<file path="src/design/ille_pkg.sv">
`timescale 1ns / 1ps
// Package for the indexed linked list engine: sizes, operation and status codes,
// and the token that travels down the cell chain. No dependencies.
package ille_pkg;

  localparam int CAPACITY    = 64;
  localparam int VALUE_WIDTH = 32;
  localparam int IDX_W       = $clog2(CAPACITY);
  localparam int CNT_W       = $clog2(CAPACITY + 1);

  // Operation codes on op_i
  localparam logic [2:0] OP_PUSH_BACK  = 3'd0;
  localparam logic [2:0] OP_PUSH_FRONT = 3'd1;
  localparam logic [2:0] OP_POP_FRONT  = 3'd2;
  localparam logic [2:0] OP_POP_BACK   = 3'd3;
  localparam logic [2:0] OP_INSERT     = 3'd4;
  localparam logic [2:0] OP_REMOVE     = 3'd5;
  localparam logic [2:0] OP_READ       = 3'd6;
  localparam logic [2:0] OP_CLEAR      = 3'd7;

  // Status codes on status_o
  localparam logic [1:0] ST_OK    = 2'd0;
  localparam logic [1:0] ST_FULL  = 2'd1;
  localparam logic [1:0] ST_EMPTY = 2'd2;
  localparam logic [1:0] ST_RANGE = 2'd3;

  // What a cell does once the token reaches the target element
  typedef enum logic [1:0] {
    KIND_INS,
    KIND_REM,
    KIND_RD
  } ille_kind_e;

  // Token handed from cell to cell, one cell per cycle
  typedef struct packed {
    logic                   vld;
    ille_kind_e             kind;
    logic                   hit;   // removed value already captured
    logic [IDX_W-1:0]       skip;  // cells left to pass before the target
    logic [CNT_W-1:0]       span;  // cells left to act on
    logic [VALUE_WIDTH-1:0] data;  // carried value
  } ille_tok_t;

endpackage

</file>
<file path="src/design/ille_cell.sv">
`timescale 1ns / 1ps
// One cell of the list chain: holds one element in list order and passes the
// token to its right neighbor every cycle. Depends on ille_pkg.
module ille_cell import ille_pkg::*; (
  input  logic                   clk_i,
  input  logic                   rst_ni,
  input  ille_tok_t              tok_i,
  input  logic [VALUE_WIDTH-1:0] right_i,
  output ille_tok_t              tok_o,
  output logic [VALUE_WIDTH-1:0] val_o
);

  ille_tok_t              tok_q, tok_d;
  logic [VALUE_WIDTH-1:0] val_q, val_d;

  // Count down to the target, then act on span cells
  always_comb begin
    tok_d = tok_i;
    val_d = val_q;
    if (tok_i.vld) begin
      if (tok_i.skip != '0) begin
        tok_d.skip = tok_i.skip - 1'b1;
      end else if (tok_i.span != '0) begin
        tok_d.span = tok_i.span - 1'b1;
        case (tok_i.kind)
          KIND_INS: begin
            // ripple the old element one place right
            val_d      = tok_i.data;
            tok_d.data = val_q;
          end
          KIND_REM: begin
            // close the gap from the right neighbor
            val_d = right_i;
            if (!tok_i.hit) begin
              tok_d.data = val_q;
              tok_d.hit  = 1'b1;
            end
          end
          KIND_RD: begin
            tok_d.data = val_q;
          end
          default: begin
            tok_d = tok_i;
          end
        endcase
      end
    end
  end

  // Hand the token on
  always_ff @(posedge clk_i or negedge rst_ni) begin
    if (!rst_ni) begin
      tok_q <= '0;
    end else begin
      tok_q <= tok_d;
    end
  end

  // Element storage
  always_ff @(posedge clk_i) begin
    val_q <= val_d;
  end

  assign tok_o = tok_q;
  assign val_o = val_q;

endmodule

</file>
<file path="config.mk">
export PLATFORM = sky130hd
export DESIGN_NAME = ille_cell
export DESIGN_NICKNAME = d
export VERILOG_FILES = /design/src/design/ille_pkg.sv /design/src/design/ille_cell.sv
export SDC_FILE = /design/constraint.sdc
export NUM_CORES = 1
export LEC_CHECK = 0
export BUFFER_PORTS_ARGS = -buffer_cell sky130_fd_sc_hd__buf_2
export CAP_MARGIN = 20
export CORE_MARGIN = 1.5
export CORE_UTILIZATION = 42
export CTS_CLUSTER_DIAMETER = 60
export CTS_CLUSTER_SIZE = 30
export DETAILED_ROUTE_END_ITERATION = 8
export PLACE_DENSITY_LB_ADDON = 0.12
export SLEW_MARGIN = 20
export SYNTH_ARGS = -nofsm -noshare
export SYNTH_HDL_FRONTEND = slang
export SYNTH_SLANG_ARGS = --single-unit
</file>
<file path="constraint.sdc">
create_clock -name clk_i -period 0.8 [get_ports clk_i]
set_input_delay 0.16 -clock clk_i [delete_from_list [all_inputs] [get_ports clk_i]]
set_output_delay 0.16 -clock clk_i [all_outputs]
set_load 0.03 [all_outputs]
</file>
; Word-level counts from Yosys, hierarchy flattened
; Cells that the tools add are included.
[totals]
reg_bits = 81
output_inout_bits = 81
wordCells = 29
[classes]
addsub = 2
eq_ne = 2
mux = 10
bitwise_logic = 1
reduce_logical = 7
[op_table]
columns = operator, n
row1 = $pmux W32 S2, 2
row2 = $mux W49, 1
row3 = $mux W46, 1
row4 = $mux W39, 1
row5 = $mux W32, 1
row6 = $mux W7, 1
row7 = $reduce_bool A7 Y1, 1
row8 = $sub A7 B1 Y7 const B, 1
row9 = $mux W6, 1
row10 = $reduce_bool A6 Y1, 1
row11 = $sub A6 B1 Y6 const B, 1
row12 = $reduce_and A4 Y1, 1
row13 = $reduce_or A3 Y1, 1
row14 = $eq A2 B1 Y1 const B, 1
row15 = $eq A2 B2 Y1 const B, 1
row16 = $logic_not A2 Y1, 1
row17 = $mux W1, 2
row18 = $reduce_bool A2 Y1, 1
row19 = $reduce_or A2 Y1, 1
row20 = $not A1 Y1, 1

; Logic depth before layout (Yosys ltp)
; Gate-level depths: netlist (run 1).
[logic_depth]
ltp_word = 6
mapped_depth = 7
depth_no_buf = 6

; Least setup slack after synthesis (run 1)
; Ideal clock, no wire load.
[synth_path]
kind = input to register
start = input port tok_i[39] (netlist bit)
end = register val_q[0] (netlist: val_o[0]), enable pin
arrival_time_ps = 2244
required_ps = 379
setup_slack_ps = -1865
stages = 6
path_cell_list = inv_1 > ha_1 > nand3b_1 > nor2_8 > nand2b_1 > nor2_1
[synth_via]
elab_chain_len = 3
[synth_lines]
columns = element, line
row1 = "start, declared", ille_cell.sv:7  ; input ille_tok_t tok_i,
row2 = $reduce_bool A6 Y1, ille_cell.sv:21  ; if (tok_i.skip != '0) begin
row3 = $not A1 Y1 (no source line), -
row4 = $reduce_and A4 Y1 (no source line), -
row5 = "end signal, assigned", ille_cell.sv:61  ; val_q <= val_d;
row6 = "end, declared", ille_cell.sv:14  ; logic [VALUE_WIDTH-1:0] val_q, val_d;
; No other way between the ends.
; A chain may end at the register's enable or synchronous reset.

; Worst setup path in the final report (run 1)
[layout_path]
start = input port tok_i[42] (netlist bit)
end = register val_q[28] (netlist: val_o[28]), enable pin
; Same word-level chain as after synthesis.

==> impl_metrics.toml, run 1 <==
[status]
outcome = "complete, but fails checks"
failed_checks = "setup timing"

[setup_path]
critical-path-max-stage-delay_ps = 420
criticalPathCategory = "input port to flop"
timing.critical_path.arrival_ps = 1350
timing.critical_path.required_ps = 860
critPathCaptureType = "flop"
cp_common_cell = "sky130_fd_sc_hd__buf_6"
critPathMaxFanout = 7
timing.critical_path.max_delay_family = "simple AND/OR/NAND/NOR gates"
crit_path_cell_trace = "buf_6 -> or3_4 -> nor2_8 -> nand2b_4 -> nor2_4 -> buf_6 -> clkbuf_16"
critical_path.startpoint_type = "input port"
reg2reg_slack_ps = -250
crit_path_top_delay_cell = "sky130_fd_sc_hd__or3_4"
cp.buffers_inverters = 3

[detailed_routing]
wire_per_inst_um = 16.7
drt_iter0_markers = 44
drc = 0
detail_route.first_pass.iterations = 4
route.final.wire_length_um = 9460
vias_after_detailed_routing = 2683
drtAntennaViolNets = 0
vias_per_cell = 4.75

[sta]
post-route-min-period_ps = 1290
timing_max_transition_violations_final = 0
worst_slew_slack_as_a_fraction_of_its_limit_pct = 81.2
post_route_setup_slack_ps = -489
tightest_slew_ps = 282
finalClockSkew_ps = 6.58
fin_hold_ws_ps = 54.4
report.final.setup_viol = 181
rsz_0062_raised_after_global_routing = "true"
timing.setup.tns_ps = -52300
clock.fmax_mhz = 776
crit_share_post_route_pct = 161
timing_hold_violations_final = 0

[layout]
fin_nets = 541
area_growth_syn_to_layout_pct = 76.5
final_design_area_no_fill_um2 = 6170
insertedDiodeCount = 0
post-route-util_pct = 75.9
layoutNonFillerInstCount = 565
layout-drive-gt1-share_pct = 73.0

[global_routing]
globalRouteOverflowTotal = 0
global_route.usage.total_pct = 20.5
grt_pass1_wl_um = 13500
grt_antenna_before_repair = 0
pin_count_of_the_biggest_net_entering_global_routing = 50
number_of_global_route_vias_before_repair = 2730

[floorplanning]
floorplan.rows = 33
initial_core_util_pct = 43.0
floorplan.die.width_um = 94.3
core_area_um2 = 8130
dieArea_um2 = 8880
io-pin-count = 164
chipHeight_um = 94.3

[synthesis]
synth_top_cells_by_area = "sky130_fd_sc_hd__dfrtp_1, sky130_fd_sc_hd__edfxtp_1, sky130_fd_sc_hd__mux2_4, sky130_fd_sc_hd__mux2_2, sky130_fd_sc_hd__ha_1"
netlist_area_um2 = 3500
synthesis.instances = 214
synth_edf_count = 32
postSynthRegisterBits = 81
ys.warnings.count = 0
synth_area_per_cell_um2 = 16.3
seq_area_frac_synth_pct = 62.5
synthDominantCellAreaShare_pct = 35.1
synth.distinct_cells = 31
synth.net_count = 300
postSynth.asyncResetShare_pct = 60.5
synth_top_cell_by_area = "sky130_fd_sc_hd__dfrtp_1"
synth_top_flop_cell = "sky130_fd_sc_hd__dfrtp_1"

[power_and_ir_drop]
power_density_nw_per_um2 = 1560
total_power_mw = 9.63
ir_worst_vdd_uv = 897
leakage_power_nw = 2.95

[clocking]
cts.htree.levels = 3
clk_path_buf_depth = 2
clock_latency_ps = 340
cts.sinks = 81
cts_root_buffer = "sky130_fd_sc_hd__clkbuf_8"
cts_tree = "done"
clock_transition_time_at_the_flip_flop_clock_pins_of_the_worst_setup_and_hold_paths_ps = 80
numCtsBuffers = 9

[placement]
post_dp_cell_area_um2 = 4860
place_inst = 513
detailedPlacementHpwl_um = 6020
preCtsSetupSlack_ps = -870
routabilityCongestion = 0.823
placement.io_buffers = 163

[worst_hold_path]
hold_path_class = "input port to flop"

[run]
max_cap_violations = 0
-- cells in the final DEF (no fill, tap or decap), drive strengths merged, types with 4 or more instances in the layout --
master and instances:
mux2 67, clkbuf 13, nand2 7, dfrtp 49
nor2 11, buf 231, inv 4, dlygate4sd3 4
o21ai 7, edfxtp 32
-- final cells by class --
type | count | area, um2
sequential | 81 | 2190
timing repair buffer | 238 | 2200
inverter | 4 | 32.5
clock buffer | 10 | 138
fill | 507 | 1960
multi-input combinational | 121 | 1390
tap | 105 | 131
clock inverter | 6 | 91.3
-- logic make-up after synthesis --
kind of cell / count (synthesis) / share of synthesized area (%)
AOI/OAI and AO/OA: 11 / 1.97
xor gates and xnor gates: 4 / 1.00
muxes: 68 / 25.1
adders and majority gates: 3 / 1.07
DFF: 81 / 62.5
and+or+nand+nor: 35 / 6.37
buffers and inverters: 12 / 1.97
-- cell usage after synthesis (3+ instances only) --
master	count
sky130_fd_sc_hd__edfxtp_1	32
sky130_fd_sc_hd__o21ai_0	7
sky130_fd_sc_hd__nand2_1	7
sky130_fd_sc_hd__inv_1	4
sky130_fd_sc_hd__ha_1	3
sky130_fd_sc_hd__nand2b_1	3
sky130_fd_sc_hd__buf_6	3
sky130_fd_sc_hd__mux2_4	30
sky130_fd_sc_hd__dfrtp_1	49
sky130_fd_sc_hd__mux2_2	37
sky130_fd_sc_hd__nor2_1	10
sky130_fd_sc_hd__xnor2_1	3
sky130_fd_sc_hd__clkbuf_1	4
-- flip-flops by register name (all words and copies together) (netlist names) --
signal / flops
tok_o: 49
val_o: 32
-- metal layers --
metal	global-route usage [%]	vias up	part of all wire, %
met5	0	-	0
met4	7.46	0	1.6
met3	5.10	12	5.8
met2	37.6	104	55
met1	22.8	1310	37
li1	-	1257	-
-- where the power goes --
part / internal, mW / switching [mW]
Clock: 1.85 / 1.49
Sequential: 4.47 / 0.0739
Combinational: 0.961 / 0.775
Total: 7.28 / 2.34
-- path summary, 6_finish.rpt --
check                                            to                start  cells past startpoint
min in group asynchronous       tok_o[17]$_DFF_PN0_               rst_ni                      3
worst max register to register  tok_o[10]$_DFF_PN0_  val_o[10]$_DFFE_PP_                      3
worst max-delay path            val_o[28]$_DFFE_PP_            tok_i[42]                      7
worst min-delay path            tok_o[12]$_DFF_PN0_            tok_i[12]                      2
max in group asynchronous       tok_o[32]$_DFF_PN0_               rst_ni                      3
worst min register to register  tok_o[21]$_DFF_PN0_  val_o[21]$_DFFE_PP_                      1
-- timing repair --
item	CTS	global route
buffers inserted	16	13
setup endpoints to repair	190	190
gates cloned	3	3
pin swaps	5	8
hold buffers	4	0
gates resized for setup	193	20
hold endpoints to repair	52	0
Power figures use the tool's default switching activity.
==> run 2: changes to the inputs <==
--- a/config.mk
+++ b/config.mk
@@ -7,7 +7,8 @@
 export LEC_CHECK = 0
 export BUFFER_PORTS_ARGS = -buffer_cell sky130_fd_sc_hd__buf_2
 export CAP_MARGIN = 20
-export CORE_MARGIN = 1.5
+export CORE_ASPECT_RATIO = 1.5
+export CORE_MARGIN = 4
 export CORE_UTILIZATION = 42
 export CTS_CLUSTER_DIAMETER = 60
 export CTS_CLUSTER_SIZE = 30
==> run 2 against run 1 <==
Net effect:
- worst hold slack improved by 16 ps
- combinational power about the same
- the run still ends with setup timing left
- largest power group unchanged
- critical endpoint unchanged
- clock-buffer cell count increased by 3
- power increased by 4.5%
==> impl_metrics.toml, run 2 (same netlist as run 1, synthesis figures left out) <==
[setup_path]
cp_common_cell = "sky130_fd_sc_hd__buf_6"
worstSetupStartpoint = "tok_i[44]"
cp.buffers_inverters = 3
crit_path_top_delay_cell = "sky130_fd_sc_hd__or3_4"
endpoint_of_the_most_critical_setup_path = "val_o[28]$_DFFE_PP_"
critPathMaxFanout = 6
criticalPathCategory = "input port to flop"
timing.critical_path.depth = 7
critPathCaptureType = "flop"
critical-path-max-stage-delay_ps = 410
timing.reg2reg.worst_path_depth = 3
worstReg2RegEnd = "tok_o[13]$_DFF_PN0_"
timing.critical_path.required_ps = 850
critical_path.startpoint_type = "input port"
worst_r2r_startpoint = "val_o[13]$_DFFE_PP_"
reg2reg_slack_ps = -260
timing.critical_path.max_delay_family = "simple AND/OR/NAND/NOR gates"
crit_path_cell_trace = "buf_6 -> or3_4 -> nor2_8 -> nand2b_4 -> nor2_4 -> buf_6 -> clkbuf_16"
timing.critical_path.arrival_ps = 1350

[power_and_ir_drop]
power_density_nw_per_um2 = 1580
leakage_power_nw = 3.05
total_power_mw = 10.1
ir_worst_vdd_uv = 1160

[sta]
clock.fmax_mhz = 768
timing_max_transition_violations_final = 0
post_route_setup_slack_ps = -501
rsz_0062_raised_after_global_routing = "true"
timing_hold_violations_final = 0
fin_hold_ws_ps = 70.4
worst_slew_slack_as_a_fraction_of_its_limit_pct = 80.8
crit_share_post_route_pct = 163
finalClockSkew_ps = 3.88
post-route-min-period_ps = 1300
report.final.setup_viol = 190
tightest_slew_ps = 288

[detailed_routing]
route.layer.met1.wl_um = 3380
met3RoutedLength_um = 681
wire_length_on_met2_um = 5780
drt_iter0_markers = 98
highest_layer = "met4"
vias_per_cell = 4.74
drc = 0
vias_after_detailed_routing = 2728
wire_per_inst_um = 17.4
route.final.wire_length_um = 9990
detail_route.first_pass.iterations = 4
drtAntennaViolNets = 0

[floorplanning]
floorplan.die.width_um = 82.5
io-pin-count = 164
initial_core_util_pct = 43.4
chipHeight_um = 120
core_area_um2 = 8060
dieArea_um2 = 9880
floorplan.rows = 40

[clocking]
numCtsBuffers = 9
cts.htree.levels = 3
clk_path_buf_depth = 2
cts_root_buffer = "sky130_fd_sc_hd__clkbuf_16"
cts.sinks = 81
clock_latency_ps = 330
clock_transition_time_at_the_flip_flop_clock_pins_of_the_worst_setup_and_hold_paths_ps = 60
cts_tree = "done"

[placement]
placement.io_buffers = 163
routabilityCongestion = 0.841
detailedPlacementHpwl_um = 6690
place_inst = 512

[layout]
layout.cells.most_common = "sky130_fd_sc_hd__buf_6"
largest_reg_flops = 49
multi_input_comb_area_um2 = 1390
nFillCells = 477
insertedDiodeCount = 0
layoutNonFillerInstCount = 575
area_growth_syn_to_layout_pct = 81.5
fin_nets = 551
final-seq-area_um2 = 2190
layout.cells.most_common_list = "sky130_fd_sc_hd__buf_6, sky130_fd_sc_hd__buf_2, sky130_fd_sc_hd__buf_4"
layout-drive-gt1-share_pct = 73.2

[global_routing]
global_route.usage.total_pct = 20.7
pin_count_of_the_biggest_net_entering_global_routing = 50
grt_antenna_before_repair = 0
number_of_global_route_vias_before_repair = 3005
grt_pass1_wl_um = 15000
globalRouteOverflowTotal = 0

[status]
failed_checks = "setup timing"
outcome = "complete, but fails checks"

[run]
max_cap_violations = 0

[worst_hold_path]
hold_path_class = "input port to flop"
[run 2: changes by cell type in the layout (fill, tap and decap cells not counted), moves of 3 or more]
cell | before | now
sky130_fd_sc_hd__clkbuf_8 | 10 | 1
sky130_fd_sc_hd__buf_16 | 1 | 4
sky130_fd_sc_hd__clkbuf_16 | 3 | 11
sky130_fd_sc_hd__clkbuf_1 | 0 | 3
sky130_fd_sc_hd__buf_4 | 48 | 55
[run 2: power by group]
group          leakage (nW)  switching, mW  total [mW]  internal (mW)
sequential            0.860         0.0771        4.56           4.48
combinational          2.06          0.779        1.76          0.979
clock                 0.130           1.56        3.74           2.18
total                  3.05           2.42        10.1           7.64
[run 2: metal layers]
metal / global-route usage, % / vias to the layer above
met2: 38.5 / 96
met4: 7.57 / 0
met5: 0 / -
met3: 5.93 / 13
li1: - / 1281
met1: 20.9 / 1338
[run 2: how the worst min path moves through the flow]
stage | startpoint | to | slack [ps] | depth (start not counted)
floorplan | rst_ni | tok_o[0]$_DFF_PN0_ | -140 | 0
global placement | rst_ni | tok_o[17]$_DFF_PN0_ | 170 | 2
detailed placement | rst_ni | tok_o[12]$_DFF_PN0_ | 180 | 2
CTS | tok_i[2] | tok_o[2]$_DFF_PN0_ | 60 | 2
global route | tok_i[2] | tok_o[2]$_DFF_PN0_ | 60 | 2
finish | tok_i[2] | tok_o[2]$_DFF_PN0_ | 70 | 2
[run 2: layout make-up]
| class | count | area share (%) |
|---|---|---|
| clock buffers | 13 | 3.94 |
| clock inverters | 3 | 0.276 |
| inverters | 4 | 0.591 |
| multi-input cells | 121 | 21.9 |
| flip-flops and latches | 81 | 34.5 |
| well taps | 105 | 2.07 |
| repair buffers | 248 | 36.7 |
[run 2: metrics by stage]
stage | setup WS (ps) | utilization [%] | area [um2] | setup TNS [ps]
3_5_place_dp | -889 | 60.4 | 4870 | -76850
5_1_grt | -530 | 78.8 | 6350 | -58800
4_1_cts | -480 | 77.2 | 6220 | -54020
3_3_place_gp | -881 | 60.4 | 4870 | -75720
2_1_floorplan | -951 | - | 3670 | -66330
6_report | -501 | 78.8 | 6350 | -53770
[run 2: repair_timing]
item | 4_1_cts | 5_1_grt
pin swaps | 4 | 10
buffers inserted | 26 | 14
gates resized for setup | 212 | 11
hold buffers | 3 | 0
endpoints found under the setup margin | 190 | 191
endpoints found under the hold margin | 51 | 0
gates cloned | 6 | 2
==> run 3: changes to the inputs <==
--- a/config.mk
+++ b/config.mk
@@ -14,6 +14,7 @@
 export CTS_CLUSTER_SIZE = 30
 export DETAILED_ROUTE_END_ITERATION = 8
 export PLACE_DENSITY_LB_ADDON = 0.12
+export REMOVE_ABC_BUFFERS = 1
 export SLEW_MARGIN = 20
 export SYNTH_ARGS = -nofsm -noshare
 export SYNTH_HDL_FRONTEND = slang
==> run 3 against run 2 <==
Net effect:
- the flow still finishes with violations (setup timing)
- fmax is 0.22% higher
- first-iteration DRC count is 15% higher
- combinational power hardly changed
- setup slack better by 2.8 ps
- critical path type unchanged
- largest cell class is now flip-flops and latches
==> impl_metrics.toml, run 3 (same netlist as run 1, synthesis figures left out) <==
[setup_path]
crit_path_cell_trace = "buf_8 -> inv_4 -> ha_4 -> nand3b_1 -> nor2_8 -> nand3b_4 -> buf_4 -> mux2_4"
critical-path-max-stage-delay_ps = 300
timing.critical_path.arrival_ps = 1510
critPathMaxFanout = 5
crit_path_top_delay_cell = "sky130_fd_sc_hd__mux2_4"
worstReg2RegEnd = "tok_o[15]$_DFF_PN0_"
critical_path.startpoint_type = "input port"
timing.critical_path.required_ps = 1010
criticalPathCategory = "input port to flop"
worst_r2r_startpoint = "val_o[15]$_DFFE_PP_"
timing.reg2reg.worst_path_depth = 2
critPathCaptureType = "flop"
worstSetupStartpoint = "tok_i[39]"
reg2reg_slack_ps = -140

[layout]
layout.cells.most_common = "sky130_fd_sc_hd__buf_6"
layout-drive-gt1-share_pct = 73.5
fin_nets = 538
insertedDiodeCount = 0
largest_reg_flops = 49
layout.cells.most_common_list = "sky130_fd_sc_hd__buf_6, sky130_fd_sc_hd__buf_2, sky130_fd_sc_hd__dfrtp_1"
nFillCells = 512
area_growth_syn_to_layout_pct = 76.8
layoutNonFillerInstCount = 562

[clocking]
cts.htree.levels = 3
clk_path_buf_depth = 2
clock_transition_time_at_the_flip_flop_clock_pins_of_the_worst_setup_and_hold_paths_ps = 60
cts_root_buffer = "sky130_fd_sc_hd__clkbuf_16"
numCtsBuffers = 9
cts_tree = "done"
cts.sinks = 81
clock_latency_ps = 330

[detailed_routing]
vias_per_cell = 4.73
drt_iter0_markers = 113
detail_route.first_pass.iterations = 4
drc = 0
vias_after_detailed_routing = 2658
route.final.wire_length_um = 9770
wire_per_inst_um = 17.4
drtAntennaViolNets = 0

[placement]
detailedPlacementHpwl_um = 6600
place_inst = 517
placement.io_buffers = 163
routabilityCongestion = 0.809
preCtsSetupSlack_ps = -902

[sta]
timing_max_transition_violations_final = 0
tightest_slew_ps = 276
rsz_0062_raised_after_global_routing = "true"
timing_hold_violations_final = 0
timing.setup.tns_ps = -57760
clock.fmax_mhz = 770
post-route-min-period_ps = 1300
finalClockSkew_ps = 4.06
post_route_setup_slack_ps = -498
worst_slew_slack_as_a_fraction_of_its_limit_pct = 81.5
crit_share_post_route_pct = 162
report.final.setup_viol = 191

[power_and_ir_drop]
ir_worst_vdd_uv = 1450
leakage_power_nw = 2.96
power_density_nw_per_um2 = 1680

[floorplanning]
chipHeight_um = 120
initial_core_util_pct = 43.4
dieArea_um2 = 9880
core_area_um2 = 8060
floorplan.rows = 40
floorplan.die.width_um = 82.5
io-pin-count = 164

[run]
max_cap_violations = 0

[status]
failed_checks = "setup timing"
outcome = "complete, but fails checks"

[global_routing]
pin_count_of_the_biggest_net_entering_global_routing = 50
grt_pass1_wl_um = 14700
number_of_global_route_vias_before_repair = 2939
globalRouteOverflowTotal = 0
grt_antenna_before_repair = 0
global_route.usage.total_pct = 20.2

[worst_hold_path]
worst_hold_path.endpoint = "tok_o[46]$_DFF_PN0_"
holdPathStages = 1
hold_path_class = "input port to flop"
hold_crit_start = "tok_i[46]"
[run 3: changes by cell type in the layout (fill, tap and decap cells not counted), moves of 2 or more]
| cell | before | now |
|---|---|---|
| sky130_fd_sc_hd__mux2_2 | 26 | 30 |
| sky130_fd_sc_hd__o21ai_2 | 0 | 2 |
| sky130_fd_sc_hd__clkbuf_1 | 3 | 0 |
| sky130_fd_sc_hd__inv_2 | 0 | 2 |
| sky130_fd_sc_hd__buf_4 | 55 | 47 |
| sky130_fd_sc_hd__o21ai_1 | 3 | 1 |
| sky130_fd_sc_hd__buf_8 | 5 | 8 |
| sky130_fd_sc_hd__mux2_4 | 41 | 37 |
| sky130_fd_sc_hd__buf_12 | 10 | 7 |
| sky130_fd_sc_hd__clkinv_1 | 0 | 2 |
| sky130_fd_sc_hd__dlygate4sd3_1 | 3 | 1 |
[run 3: worst max-delay path by stage]
stage | endpoint | cells after the start | slack, ps
3_5_place_dp | val_o[2]$_DFFE_PP_ | 8 | -900
3_3_place_gp | val_o[28]$_DFFE_PP_ | 8 | -890
4_1_cts | val_o[25]$_DFFE_PP_ | 7 | -500
2_1_floorplan | val_o[0]$_DFFE_PP_ | 6 | -1860
6_report | tok_o[13]$_DFF_PN0_ | 8 | -500
5_1_grt | tok_o[17]$_DFF_PN0_ | 8 | -540
[run 3: critical path: cells and delay by family]
family	cells	cell delay (ps)
buffers and inverters	3	340
adders and majority gates	1	120
and+or+nand+nor	3	590
muxes	1	300
[run 3: final cells by class]
cell class / count / area, um2 / area share [%]
clock buffers: 10 / 239 / 3.87
clock inverters: 6 / 56.3 / 0.911
inverters: 4 / 20.0 / 0.324
multi-input cells: 121 / 1380 / 22.3
flip-flops and latches: 81 / 2190 / 35.4
well taps: 105 / 131 / 2.13
repair buffers: 235 / 2170 / 35.1
[run 3: where the power goes]
group | internal (mW) | switching (mW) | leakage (nW)
Combinational | 0.952 | 0.778 | 1.95
Clock | 2.48 | 1.60 | 0.148
Sequential | 4.48 | 0.0703 | 0.860
[run 3: stage by stage]
stage	util [%]	hold WS (ps)	total power, mW	cell area, um2
after global placement	59.4	171	5.92	4790
after global routing	76.7	17.5	10.8	6180
after detailed placement	59.4	173	5.94	4790
after CTS	75.5	11.1	10.4	6080
after floorplan	-	-136	5.28	3440
final	76.7	29.6	10.4	6180
[run 3: timing repair]
item,in CTS,in global routing
setup buffers,15,13
cloned,5,1
pin swaps,7,12
resized for setup,215,24
setup endpoints to repair,191,190
endpoints found under the hold margin,49,0
hold buffers,1,0
[run 3: metal layers]
layer | global-route usage [%] | up-vias | share of wire, %
met1 | 22.2 | 1272 | 35
met5 | 0 | - | 0
met2 | 34.7 | 118 | 53
met3 | 7.28 | 16 | 9.6
li1 | - | 1252 | -
met4 | 7.67 | 0 | 2.3
